`src/hw/rtl/fprng_pkg.sv`:
```
// shared types, constants and round functions for the sha-1 based prng
// no dependencies; used by every module under hw/rtl
package fprng_pkg;

  localparam int KeyWords = 5;
  localparam int SchedDepth = 16;
  localparam int RndW = 7;
  localparam logic [RndW-1:0] LastRound = 7'd79;

  typedef logic [31:0] word_t;
  typedef logic [KeyWords-1:0][31:0] words5_t;

  localparam logic OpLoad = 1'b0;
  localparam logic OpGen  = 1'b1;

  localparam words5_t ShaIv = {32'hc3d2e1f0, 32'h10325476, 32'h98badcfe,
                               32'hefcdab89, 32'h67452301};

  typedef struct packed {
    logic        opcode;
    logic [2:0]  word_index;
    logic [31:0] key_word;
  } req_t;

  typedef struct packed {
    logic [31:0] out_word;
    logic [3:0]  out_index;
    logic        last;
  } rsp_t;

  typedef enum logic [1:0] {
    CTL_IDLE,
    CTL_HASH,
    CTL_ADD,
    CTL_EMIT
  } ctl_state_t;

  typedef enum logic [1:0] {
    SHA_IDLE,
    SHA_ROUND,
    SHA_FINAL
  } sha_state_t;

  function automatic word_t rotl(input word_t v, input int unsigned s);
    rotl = (v << s) | (v >> (32 - s));
  endfunction

  function automatic word_t round_f(input logic [RndW-1:0] rnd, input word_t b,
                                    input word_t c, input word_t d);
    if (rnd < 7'd20) begin
      round_f = (b & c) | (~b & d);
    end else if (rnd < 7'd40) begin
      round_f = b ^ c ^ d;
    end else if (rnd < 7'd60) begin
      round_f = (b & c) | (b & d) | (c & d);
    end else begin
      round_f = b ^ c ^ d;
    end
  endfunction

  function automatic word_t round_k(input logic [RndW-1:0] rnd);
    if (rnd < 7'd20) begin
      round_k = 32'h5A827999;
    end else if (rnd < 7'd40) begin
      round_k = 32'h6ED9EBA1;
    end else if (rnd < 7'd60) begin
      round_k = 32'h8F1BBCDC;
    end else begin
      round_k = 32'hCA62C1D6;
    end
  endfunction

endpackage

```
`src/hw/rtl/fprng_sha1_core.sv`:
```
// sha-1 compression engine, one round per cycle over a 16-word schedule window
// depends on fprng_pkg
module fprng_sha1_core (
  input  logic              clk,
  input  logic              rst,
  input  logic              start,
  input  fprng_pkg::words5_t key,
  output logic              done,
  output fprng_pkg::words5_t digest
);

  fprng_pkg::sha_state_t state, state_next;
  logic [fprng_pkg::RndW-1:0] rnd;
  fprng_pkg::word_t a, b, c, d, e;
  fprng_pkg::word_t sched [fprng_pkg::SchedDepth];
  fprng_pkg::word_t tmp;

  assign tmp = fprng_pkg::rotl(a, 5) + fprng_pkg::round_f(rnd, b, c, d) + e
             + fprng_pkg::round_k(rnd) + sched[0];

  always_ff @(posedge clk) begin
    if (rst) begin
      state <= fprng_pkg::SHA_IDLE;
      rnd   <= '0;
    end else begin
      state <= state_next;
      if (start) begin
        rnd <= '0;
      end else if (state == fprng_pkg::SHA_ROUND) begin
        rnd <= rnd + 7'd1;
      end
    end
  end

  always_comb begin
    state_next = state;
    done = 1'b0;
    unique case (state)
      fprng_pkg::SHA_IDLE: begin
        if (start) state_next = fprng_pkg::SHA_ROUND;
      end
      fprng_pkg::SHA_ROUND: begin
        if (rnd == fprng_pkg::LastRound) state_next = fprng_pkg::SHA_FINAL;
      end
      fprng_pkg::SHA_FINAL: begin
        done = 1'b1;
        state_next = fprng_pkg::SHA_IDLE;
      end
      default: state_next = fprng_pkg::SHA_IDLE;
    endcase
  end

  always_ff @(posedge clk) begin
    if (start) begin
      a <= fprng_pkg::ShaIv[0];
      b <= fprng_pkg::ShaIv[1];
      c <= fprng_pkg::ShaIv[2];
      d <= fprng_pkg::ShaIv[3];
      e <= fprng_pkg::ShaIv[4];
      // key words first, zero padding after
      for (int i = 0; i < fprng_pkg::KeyWords; i++) begin
        sched[i] <= key[i];
      end
      for (int i = fprng_pkg::KeyWords; i < fprng_pkg::SchedDepth; i++) begin
        sched[i] <= '0;
      end
    end else if (state == fprng_pkg::SHA_ROUND) begin
      a <= tmp;
      b <= a;
      c <= fprng_pkg::rotl(b, 30);
      d <= c;
      e <= d;
      for (int i = 0; i < fprng_pkg::SchedDepth - 1; i++) begin
        sched[i] <= sched[i+1];
      end
      sched[fprng_pkg::SchedDepth-1] <=
        fprng_pkg::rotl(sched[13] ^ sched[8] ^ sched[2] ^ sched[0], 1);
    end else if (state == fprng_pkg::SHA_FINAL) begin
      // fold in the chaining value
      a <= a + fprng_pkg::ShaIv[0];
      b <= b + fprng_pkg::ShaIv[1];
      c <= c + fprng_pkg::ShaIv[2];
      d <= d + fprng_pkg::ShaIv[3];
      e <= e + fprng_pkg::ShaIv[4];
    end
  end

  assign digest[0] = a;
  assign digest[1] = b;
  assign digest[2] = c;
  assign digest[3] = d;
  assign digest[4] = e;

  a_start_idle: assert property (@(posedge clk) disable iff (rst)
    start |-> state == fprng_pkg::SHA_IDLE)
    else $error("compression started while busy");

  a_final_rounds: assert property (@(posedge clk) disable iff (rst)
    state == fprng_pkg::SHA_FINAL |-> rnd == 7'd80)
    else $error("finalize without 80 rounds");

  a_round_run: assert property (@(posedge clk) disable iff (rst)
    state == fprng_pkg::SHA_ROUND && rnd != fprng_pkg::LastRound |=>
      state == fprng_pkg::SHA_ROUND)
    else $error("round sequence cut short");

endmodule

```
`src/hw/rtl/fprng_key_store.sv`:
```
// xkey register file with word loads and a serial 160-bit add, low word first
// depends on fprng_pkg
module fprng_key_store (
  input  logic               clk,
  input  logic               rst,
  input  logic               load_en,
  input  logic [2:0]         load_idx,
  input  fprng_pkg::word_t   load_word,
  input  logic               add_start,
  input  fprng_pkg::words5_t digest,
  output logic               add_done,
  output fprng_pkg::words5_t key
);

  logic       active;
  logic [2:0] idx;
  logic       carry;
  logic [32:0] sum;

  assign sum = {1'b0, key[idx]} + {1'b0, digest[idx]} + {32'd0, carry};
  assign add_done = active && idx == 3'd0;

  always_ff @(posedge clk) begin
    if (rst) begin
      key    <= '0;
      active <= 1'b0;
      idx    <= '0;
      carry  <= 1'b0;
    end else begin
      if (load_en && load_idx < 3'(fprng_pkg::KeyWords)) begin
        key[load_idx] <= load_word;
      end
      if (add_start) begin
        // key + w + 1: the +1 enters as the first carry
        active <= 1'b1;
        idx    <= 3'(fprng_pkg::KeyWords - 1);
        carry  <= 1'b1;
      end else if (active) begin
        key[idx] <= sum[31:0];
        carry    <= sum[32];
        if (idx == 3'd0) begin
          active <= 1'b0;
        end else begin
          idx <= idx - 3'd1;
        end
      end
    end
  end

  a_add_start_idle: assert property (@(posedge clk) disable iff (rst)
    add_start |-> !active)
    else $error("key add restarted while running");

  a_no_load_in_add: assert property (@(posedge clk) disable iff (rst)
    load_en |-> !active && !add_start)
    else $error("key load during key update");

  a_idx_range: assert property (@(posedge clk) disable iff (rst)
    active |-> idx < 3'(fprng_pkg::KeyWords))
    else $error("key add index out of range");

endmodule

```
`src/hw/rtl/fips186_prng_sha1_generator.sv`:
```
// top level of the fips 186-2 sha-1 prng: control sequencer and output register
// depends on fprng_pkg, fprng_sha1_core, fprng_key_store
//
// channel  dir  handshake            word
// req      in   req_valid/req_ready  fprng_pkg::req_t (opcode, word_index, key_word)
// rsp      out  rsp_valid/rsp_ready  fprng_pkg::rsp_t (out_word, out_index, last)
//
// a load word writes one xkey word when it is accepted
// a generate word runs, from acceptance until req_ready returns, twice through
//   the single-round sha-1 engine (all rounds, then finalize), the serial key
//   add and the emit of five words; the second hash starts when the fifth word
//   is emitted, the round engine sets the pace
// rst (synchronous) clears xkey to zero and returns all control to idle
// a stalled rsp holds the emit sequence; req_ready stays low until the tenth
//   result word is registered, the output register may still be waiting then
module fips186_prng_sha1_generator (
  input  logic            clk,
  input  logic            rst,
  input  logic            req_valid,
  output logic            req_ready,
  input  fprng_pkg::req_t req,
  output logic            rsp_valid,
  input  logic            rsp_ready,
  output fprng_pkg::rsp_t rsp
);

  fprng_pkg::ctl_state_t state, state_next;
  logic               half;
  logic [2:0]         cnt;
  logic               accept;
  logic               load_en;
  logic               sha_start;
  logic               sha_done;
  logic               add_start;
  logic               add_done;
  logic               emit_fire;
  fprng_pkg::words5_t key;
  fprng_pkg::words5_t digest;

  assign req_ready = (state == fprng_pkg::CTL_IDLE);
  assign accept    = req_valid && req_ready;
  assign load_en   = accept && req.opcode == fprng_pkg::OpLoad;
  // the output register is free, or its word leaves this cycle
  assign emit_fire = (state == fprng_pkg::CTL_EMIT) && (!rsp_valid || rsp_ready);

  fprng_sha1_core u_core (
    .clk    (clk),
    .rst    (rst),
    .start  (sha_start),
    .key    (key),
    .done   (sha_done),
    .digest (digest)
  );

  fprng_key_store u_key (
    .clk       (clk),
    .rst       (rst),
    .load_en   (load_en),
    .load_idx  (req.word_index),
    .load_word (req.key_word),
    .add_start (add_start),
    .digest    (digest),
    .add_done  (add_done),
    .key       (key)
  );

  // sequencer: hash, update xkey, emit five words, twice per generate
  always_comb begin
    state_next = state;
    sha_start  = 1'b0;
    add_start  = 1'b0;
    unique case (state)
      fprng_pkg::CTL_IDLE: begin
        if (accept && req.opcode == fprng_pkg::OpGen) begin
          sha_start  = 1'b1;
          state_next = fprng_pkg::CTL_HASH;
        end
      end
      fprng_pkg::CTL_HASH: begin
        if (sha_done) begin
          add_start  = 1'b1;
          state_next = fprng_pkg::CTL_ADD;
        end
      end
      fprng_pkg::CTL_ADD: begin
        if (add_done) state_next = fprng_pkg::CTL_EMIT;
      end
      fprng_pkg::CTL_EMIT: begin
        if (emit_fire && cnt == 3'(fprng_pkg::KeyWords - 1)) begin
          if (half) begin
            state_next = fprng_pkg::CTL_IDLE;
          end else begin
            // second value w1 from the updated key
            sha_start  = 1'b1;
            state_next = fprng_pkg::CTL_HASH;
          end
        end
      end
      default: state_next = fprng_pkg::CTL_IDLE;
    endcase
  end

  always_ff @(posedge clk) begin
    if (rst) begin
      state     <= fprng_pkg::CTL_IDLE;
      half      <= 1'b0;
      cnt       <= '0;
      rsp_valid <= 1'b0;
    end else begin
      state <= state_next;
      if (accept) begin
        half <= 1'b0;
      end else if (emit_fire && cnt == 3'(fprng_pkg::KeyWords - 1)) begin
        half <= 1'b1;
      end
      if (add_done) begin
        cnt <= '0;
      end else if (emit_fire) begin
        cnt <= cnt + 3'd1;
      end
      if (emit_fire) begin
        rsp_valid <= 1'b1;
      end else if (rsp_ready) begin
        rsp_valid <= 1'b0;
      end
    end
  end

  // output payload, no reset needed
  always_ff @(posedge clk) begin
    if (emit_fire) begin
      rsp.out_word  <= digest[cnt];
      rsp.out_index <= (half ? 4'd5 : 4'd0) + {1'b0, cnt};
      rsp.last      <= half && cnt == 3'(fprng_pkg::KeyWords - 1);
    end
  end

  a_ready_idle: assert property (@(posedge clk) disable iff (rst)
    req_ready |-> state == fprng_pkg::CTL_IDLE && !add_done)
    else $error("request taken while engine busy");

  a_last_index: assert property (@(posedge clk) disable iff (rst)
    rsp_valid && rsp.last |-> rsp.out_index == 4'd9)
    else $error("last flag on wrong word");

  a_index_range: assert property (@(posedge clk) disable iff (rst)
    rsp_valid |-> rsp.out_index <= 4'd9)
    else $error("output index out of range");

  a_done_in_hash: assert property (@(posedge clk) disable iff (rst)
    sha_done |-> state == fprng_pkg::CTL_HASH)
    else $error("compression finished outside hash phase");

endmodule
```
`config.mk`:
```
export PLATFORM = sky130hd
export DESIGN_NAME = fips186_prng_sha1_generator
export DESIGN_NICKNAME = d
export VERILOG_FILES = /design/src/hw/rtl/fprng_pkg.sv /design/src/hw/rtl/fprng_sha1_core.sv /design/src/hw/rtl/fprng_key_store.sv /design/src/hw/rtl/fips186_prng_sha1_generator.sv
export SDC_FILE = /design/constraint.sdc
export NUM_CORES = 2
export LEC_CHECK = 0
export BUFFER_PORTS_ARGS = -buffer_cell sky130_fd_sc_hd__buf_2
export CAP_MARGIN = 20
export CORE_ASPECT_RATIO = 1.4
export CORE_UTILIZATION = 30
export DETAILED_ROUTE_END_ITERATION = 16
export GPL_TIMING_DRIVEN = 0
export MAX_ROUTING_LAYER = met4
export PLACE_DENSITY = 0.51
export SYNTH_ARGS = -nofsm -noshare
export SYNTH_HDL_FRONTEND = slang
export SYNTH_SLANG_ARGS = --single-unit
```
`constraint.sdc`:
```
create_clock -name clk -period 23.9 [get_ports clk]
set_clock_uncertainty 0.2 [all_clocks]
set_input_delay 4.78 -clock clk [delete_from_list [all_inputs] [get_ports clk]]
set_output_delay 4.78 -clock clk [all_outputs]
set_load 0.02 [all_outputs]
```
# Yosys cells after proc, flatten, opt, wreduce, memory -nomap -nowiden
# Memories as Yosys holds them, arrays and structs flattened.
# Cells that the tools add are included.
[totals] regBits=378 mem_bits_rw=512 mem_count=1 out_inout_bits=39 in_bits=40 wordCells=202
[mem_list] memory="u_core.sched" depth=16 width=32 rd=16 rd_ports_with_merged_regs=0 wr=16 line="fprng_sha1_core.sv:15" text="fprng_pkg::word_t sched [fprng_pkg::SchedDepth];"
[classes] add_sub_neg=15 reduce_logical=26 bitwise=34 n_lt_le_gt_ge=9 n_eq_ne=14 mux=80
[ops] operator="two-way mux 32 bit" n=36
[ops] operator="two-way mux 160 bit" n=4
[ops] operator="bitwise mux 160 bit" n=2
[ops] operator="binary-select mux 32 bit (select 3 bit)" n=3
[ops] operator="demux 32 bit (select 3 bit)" n=2
[ops] operator="bitwise XOR 32 bit" n=5
[ops] operator="adder 32 bit" n=4
[ops] operator="AND 32 bit" n=4
[ops] operator="adder 32 bit (second input constant)" n=3
[ops] operator="OR 32 bit" n=3
[ops] operator="adder 32 x 32 -> 33 bit" n=1
[ops] operator="adder 33 x 1 -> 33 bit" n=1
[ops] operator="adder 32 x 29 -> 32 bit (second input constant)" n=1
[ops] operator="adder 32 x 31 -> 32 bit (second input constant)" n=1
[ops] operator="NOT 32 bit" n=1
[ops] operator="OR 32 x 1 -> 32 bit" n=1
[ops] operator="OR 32 x 30 -> 32 bit" n=1
[ops] operator="OR 32 x 5 -> 32 bit" n=1
[ops] operator="two-way mux 31 bit" n=1
[ops] operator="two-way mux 1 bit" n=19
[ops] operator="OR 1 bit" n=16
[ops] operator="< comparator 7 x 6 -> 1 bit (second input constant)" n=2
[ops] operator="< comparator 3 x 4 -> 1 bit (second input constant)" n=3
[ops] operator="two-way mux 2 bit" n=6
[ops] operator="other kinds (27)" n=57

# Longest topological paths before layout
[logic_depth] ltp_word=11 mapped_depth=26 mapped_depth_nobuf=23

# Cells and area by module
# From an unflattened synthesis, not the netlist that was laid out.
[unflattened] cells_unflattened=4755 hier_area_um2=50218.2
[by_module_without_submodules] module="fprng_sha1_core" seq_area_each_um2=18758.0 instances=1 cells_each=3233 area_each_um2=36032.1
[by_module_without_submodules] module="fprng_key_store" seq_area_each_um2=3303.2 instances=1 cells_each=1243 area_each_um2=11290.8
[by_module_without_submodules] module="fips186_prng_sha1_generator" seq_area_each_um2=1251.2 instances=1 cells_each=279 area_each_um2=2895.3

# Least setup slack after synthesis
# No wires, ideal clock.
[synth_timing] path_kind="input -> register" startpoint="in rsp_ready" endpoint="mem u_core.sched[0][0] in the netlist's numbering, enable pin" cell_stages=10 path_buffers=4 path_slack_ns=4.749 arrival_time_ns=15.317 t_required_ns=20.067 setup_ns=3.633 cell_sequence="nand2b_1 > and2_1 > clkbuf_1 > nand3_1 > o21ai_0 > nand2b_1 > clkbuf_1 > clkbuf_1 > clkbuf_1 > nand2_1"
[synth_lines] element="from (decl)" line="fips186_prng_sha1_generator.sv:23" text="input logic rsp_ready,"
[synth_lines] element="to (decl)" line="fprng_sha1_core.sv:15"

==> summary.md <==
| Metric | Value |
|---|---|
| GPL Wtd Cong | `approximately 1.0` |
| Synthesized net count | `5178` |
| CTS tree | `built` |
| Hold WS | `~0.3 ns` |
| FF/Latch Area | `~23000 sq um` |
| Starting Density | `30.2%` |
| Share of post-route cells with drive strength above 1 | `11.9%` |
| Post-CTS sizing | `0` |
| Max-Cap Viols | `0` |
| Total grt overflow | `0` |
| FMAX | `93.2 MHz` |
| Post-Synth XOR/XNOR Area | `under 10%` |
| Synth top area cells | `edfxtp_1, dfxtp_1, fa_1` |
| Remaining routing DRC violations | `0` |
| Area of the multi-input gates | `approximately 24000 sq um` |
| Final WL | `between 200000 and 250000 microns` |
| Compound-gate portion of the synthesized area | `14.8%` |
| Share of the synthesized area in the top cell type | `between 30 and 40%` |
| Post-synth cell types | `93` |
| Run status | `completed` |
| Clk buf depth | `3` |
| Post-synthesis sequential area ratio | `between 40% and 50%` |
| Port bufs | `77` |
| Post-synthesis adder-cell area fraction | `7.10%` |
| Crit path cell chain | `buf_2 -> nand2b_1 -> and2_1 -> clkbuf_4 -> nand3_1 -> o21ai_0 -> nand2b_1 -> clkbuf_1 -> clkbuf_1 -> buf_8 -> clkbuf_1 -> nand2_4 -> buf_16 -> buf_16 -> buf_16 -> buf_16` |
| Clock Root Buffer | `clkbuf_16` |
| Largest family of logic cells by synthesized area | `compound AO/OA/AOI/OAI gates` |
| Clock insertion delay at the later pin of the skew report | `0.78 ns` |
| Die area | `~170000 sq um` |
| Post-CTS Setup Bufs | `0` |
| Final Critical Period | `~11 ns` |
| CP max FO | `71` |
| Vias in the first global route | `slightly above 40000` |
| Slew Limit Fails | `0` |
| All-Layer GR Usage | `between 20% and 30%` |
| CP most frequent cell | `buf_16` |
| Worst vdd ir | `roughly 76 uV` |
| Drt via density | `5.71` |
| Routed Antenna Nets | `0` |
| Leading area contributor after synthesis | `edfxtp_1` |
| Fill cells | `around 17000` |
| RSZ-0062 raised after global routing | `no` |
| EDFF count, synth | `549` |
| Fin. Hold Viols | `0` |
| First-pass GRT wire length | `between 300000 and 400000 microns` |
| WS Path Type | `in2reg` |
| Mapped Area | `roughly 50000 sq um` |
| # rows | `around 180` |
| Die Y-Extent | `~490 microns` |
| Clk slew on worst S/H paths | `roughly 0.060 ns` |
| DR vias | `approximately 42000` |
| CTS Hold Bufs | `0` |
| Asr flop ratio synth | `0%` |
| Most common cell in the netlist | `edfxtp_1` |
| Top cells by count, synth | `edfxtp_1, nor2_1, nand2_1` |
| CTS Buf Count | `95` |
| Die X | `approximately 350 microns` |
| Critical Path Source Type | `input port` |
| Clk sinks | `approximately 900` |
| FF+latch count, synth | `approximately 900` |
| Synthesis-to-layout area growth | `15.6%` |
| Cells after Synth | `between 4000 and 5000` |
| Synth Area per Inst | `approximately 10 sq um` |
| Final Net Count | `around 5400` |
| Largest net degree at the start of global routing | `between 70 and 80` |
| Mux cell area share after synthesis | `10.1%` |
| DP Wirelength | `~190000 microns` |
| Hold WC Path Type | `reg2reg` |
| Worst relative slew slack | `between 10% and 20%` |
| Initial antenna violation count | `30` |
| H-tree depth | `3` |
| Post-Synth Simple-Gate Area | `a little over an eighth` |
| Yosys warning total | `0` |
| Setup TNS | `0 ns` |
| Critical-path top delay cell | `clkbuf_1` |
| Pre-Repair DR Iteration Count | `6` |
| Prevailing post-synth register cell | `edfxtp_1` |
| Lkg Pwr | `about 0.022 uW` |
| Crit path DAT | `~11 ns` |
| Worst path max stage delay | `0.87 ns` |
| Crit path required time | `between 20 and 25 ns` |
| Ports | `79` |
| Fin crit share | `between 40% and 50%` |
| Iter 0 DRT Violations | `between 4000 and 5000` |
| Worst slew pin tran | `1.35 ns` |
| Worst setup EP type | `register` |
| Pwr Density | `153 nW/um^2` |
| Avg WL per Cell | `about 33 microns` |
| Finish-stage setup viols | `0` |
| Core box area | `~170000 sq um` |
## cell families after synthesis
kind of cell               count (synthesis)
AOI/OAI and AO/OA                       1131
xor gates and xnor gates                 159
buffers and inverters                    651
DFF                                      890
muxes                                    434
and+or+nand+nor                         1449
adders and majority gates                212
## routing by layer
metal,wire length (microns),global-route usage [%],up-vias,share of wire (%)
met1,89400,32.0,21200,37
met5,0,-,-,0
met4,22500,22.3,0,9.2
met3,17500,5.19,809,7.1
li1,-,-,18300,-
met2,115000,47.2,2141,47
## worst paths after layout
kind,start,endpoint,slack [ns],cells after the start
min,u_core.sched[0][393],u_core.sched[0][361],0.29,1
min reg2reg,u_core.sched[0][393],u_core.sched[0][361],0.29,1
max reg2reg,u_core.rnd[3],u_core.a[28],13.80,26
max,rsp_ready,u_core.sched[0][312],13.18,16
## power by group
group          internal (uW)  leakage, uW  switching [uW]
combinational           1630       0.0123            2960
sequential              2240      0.00804             389
clock                    910      0.00161             713
total                   4790       0.0220            4060
## critical path, delay by kind of cell
family                 cells  cell delay, ns
AO/OA/AOI/OAI              1            0.16
buffers and inverters     10            4.13
AND/OR/NAND/NOR            5            1.65
## placed cells by master (no fill, tap or decap), types with 41 or more instances in the layout
| cell type | netlist | routed |
|---|---|---|
| a211oi_1 | 141 | 141 |
| buf_2 | 27 | 110 |
| nor3_1 | 72 | 71 |
| nor2_1 | 452 | 452 |
| nand2_1 | 387 | 386 |
| mux2i_1 | 221 | 221 |
| o21ai_0 | 216 | 216 |
| nand3_1 | 57 | 57 |
| a21oi_1 | 283 | 283 |
| buf_8 | 1 | 56 |
| clkbuf_1 | 322 | 327 |
| inv_1 | 253 | 253 |
| edfxtp_1 | 549 | 549 |
| a22oi_1 | 62 | 62 |
| and3_1 | 185 | 185 |
| clkbuf_16 | 0 | 97 |
| dfxtp_1 | 341 | 341 |
| and2_1 | 178 | 178 |
| o22ai_1 | 80 | 80 |
| mux2_2 | 173 | 173 |
| xnor2_1 | 132 | 132 |
| fa_1 | 121 | 121 |
| ha_1 | 91 | 91 |
| a21o_1 | 41 | 41 |
## flip-flops by register name, summed over array words and instances, names as in the netlist
register,count
u_core.sched,512
u_key.key,160
rsp,37
u_core.a,32
u_core.b,32
u_core.c,32
u_core.d,32
u_core.e,32
u_core.rnd,7
cnt,3
u_key.idx,3
state,2
u_core.state,2
half,1
rsp_valid,1
u_key.active,1
u_key.carry,1
## layout make-up
class	instances	area share [%]
multi-input combinational	3385	42.0
sequential	890	40.2
tap	2148	4.64
clock buffer	121	4.50
timing repair buffer	155	2.90
buffer	397	2.72
inverter	254	1.65
clock inverter	58	1.25
antenna	23	0.0993
## per-stage QoR
stage | std cells | area, sq um | power, uW | utilization, % | setup slack [ns]
after global routing | 7425 | 57900 | 9290 | 34.9 | 13.17
after CTS | 7404 | 57800 | 8770 | 34.8 | 13.31
after detailed placement | 7225 | 54500 | 7120 | 32.8 | 12.54
after floorplan | 4926 | 50200 | 5610 | - | 4.75
final | 7431 | 58000 | 8850 | 34.9 | 13.18
after global placement | 7151 | 53200 | 7320 | 32.0 | -5.00
(Power assumes the default switching activity.)
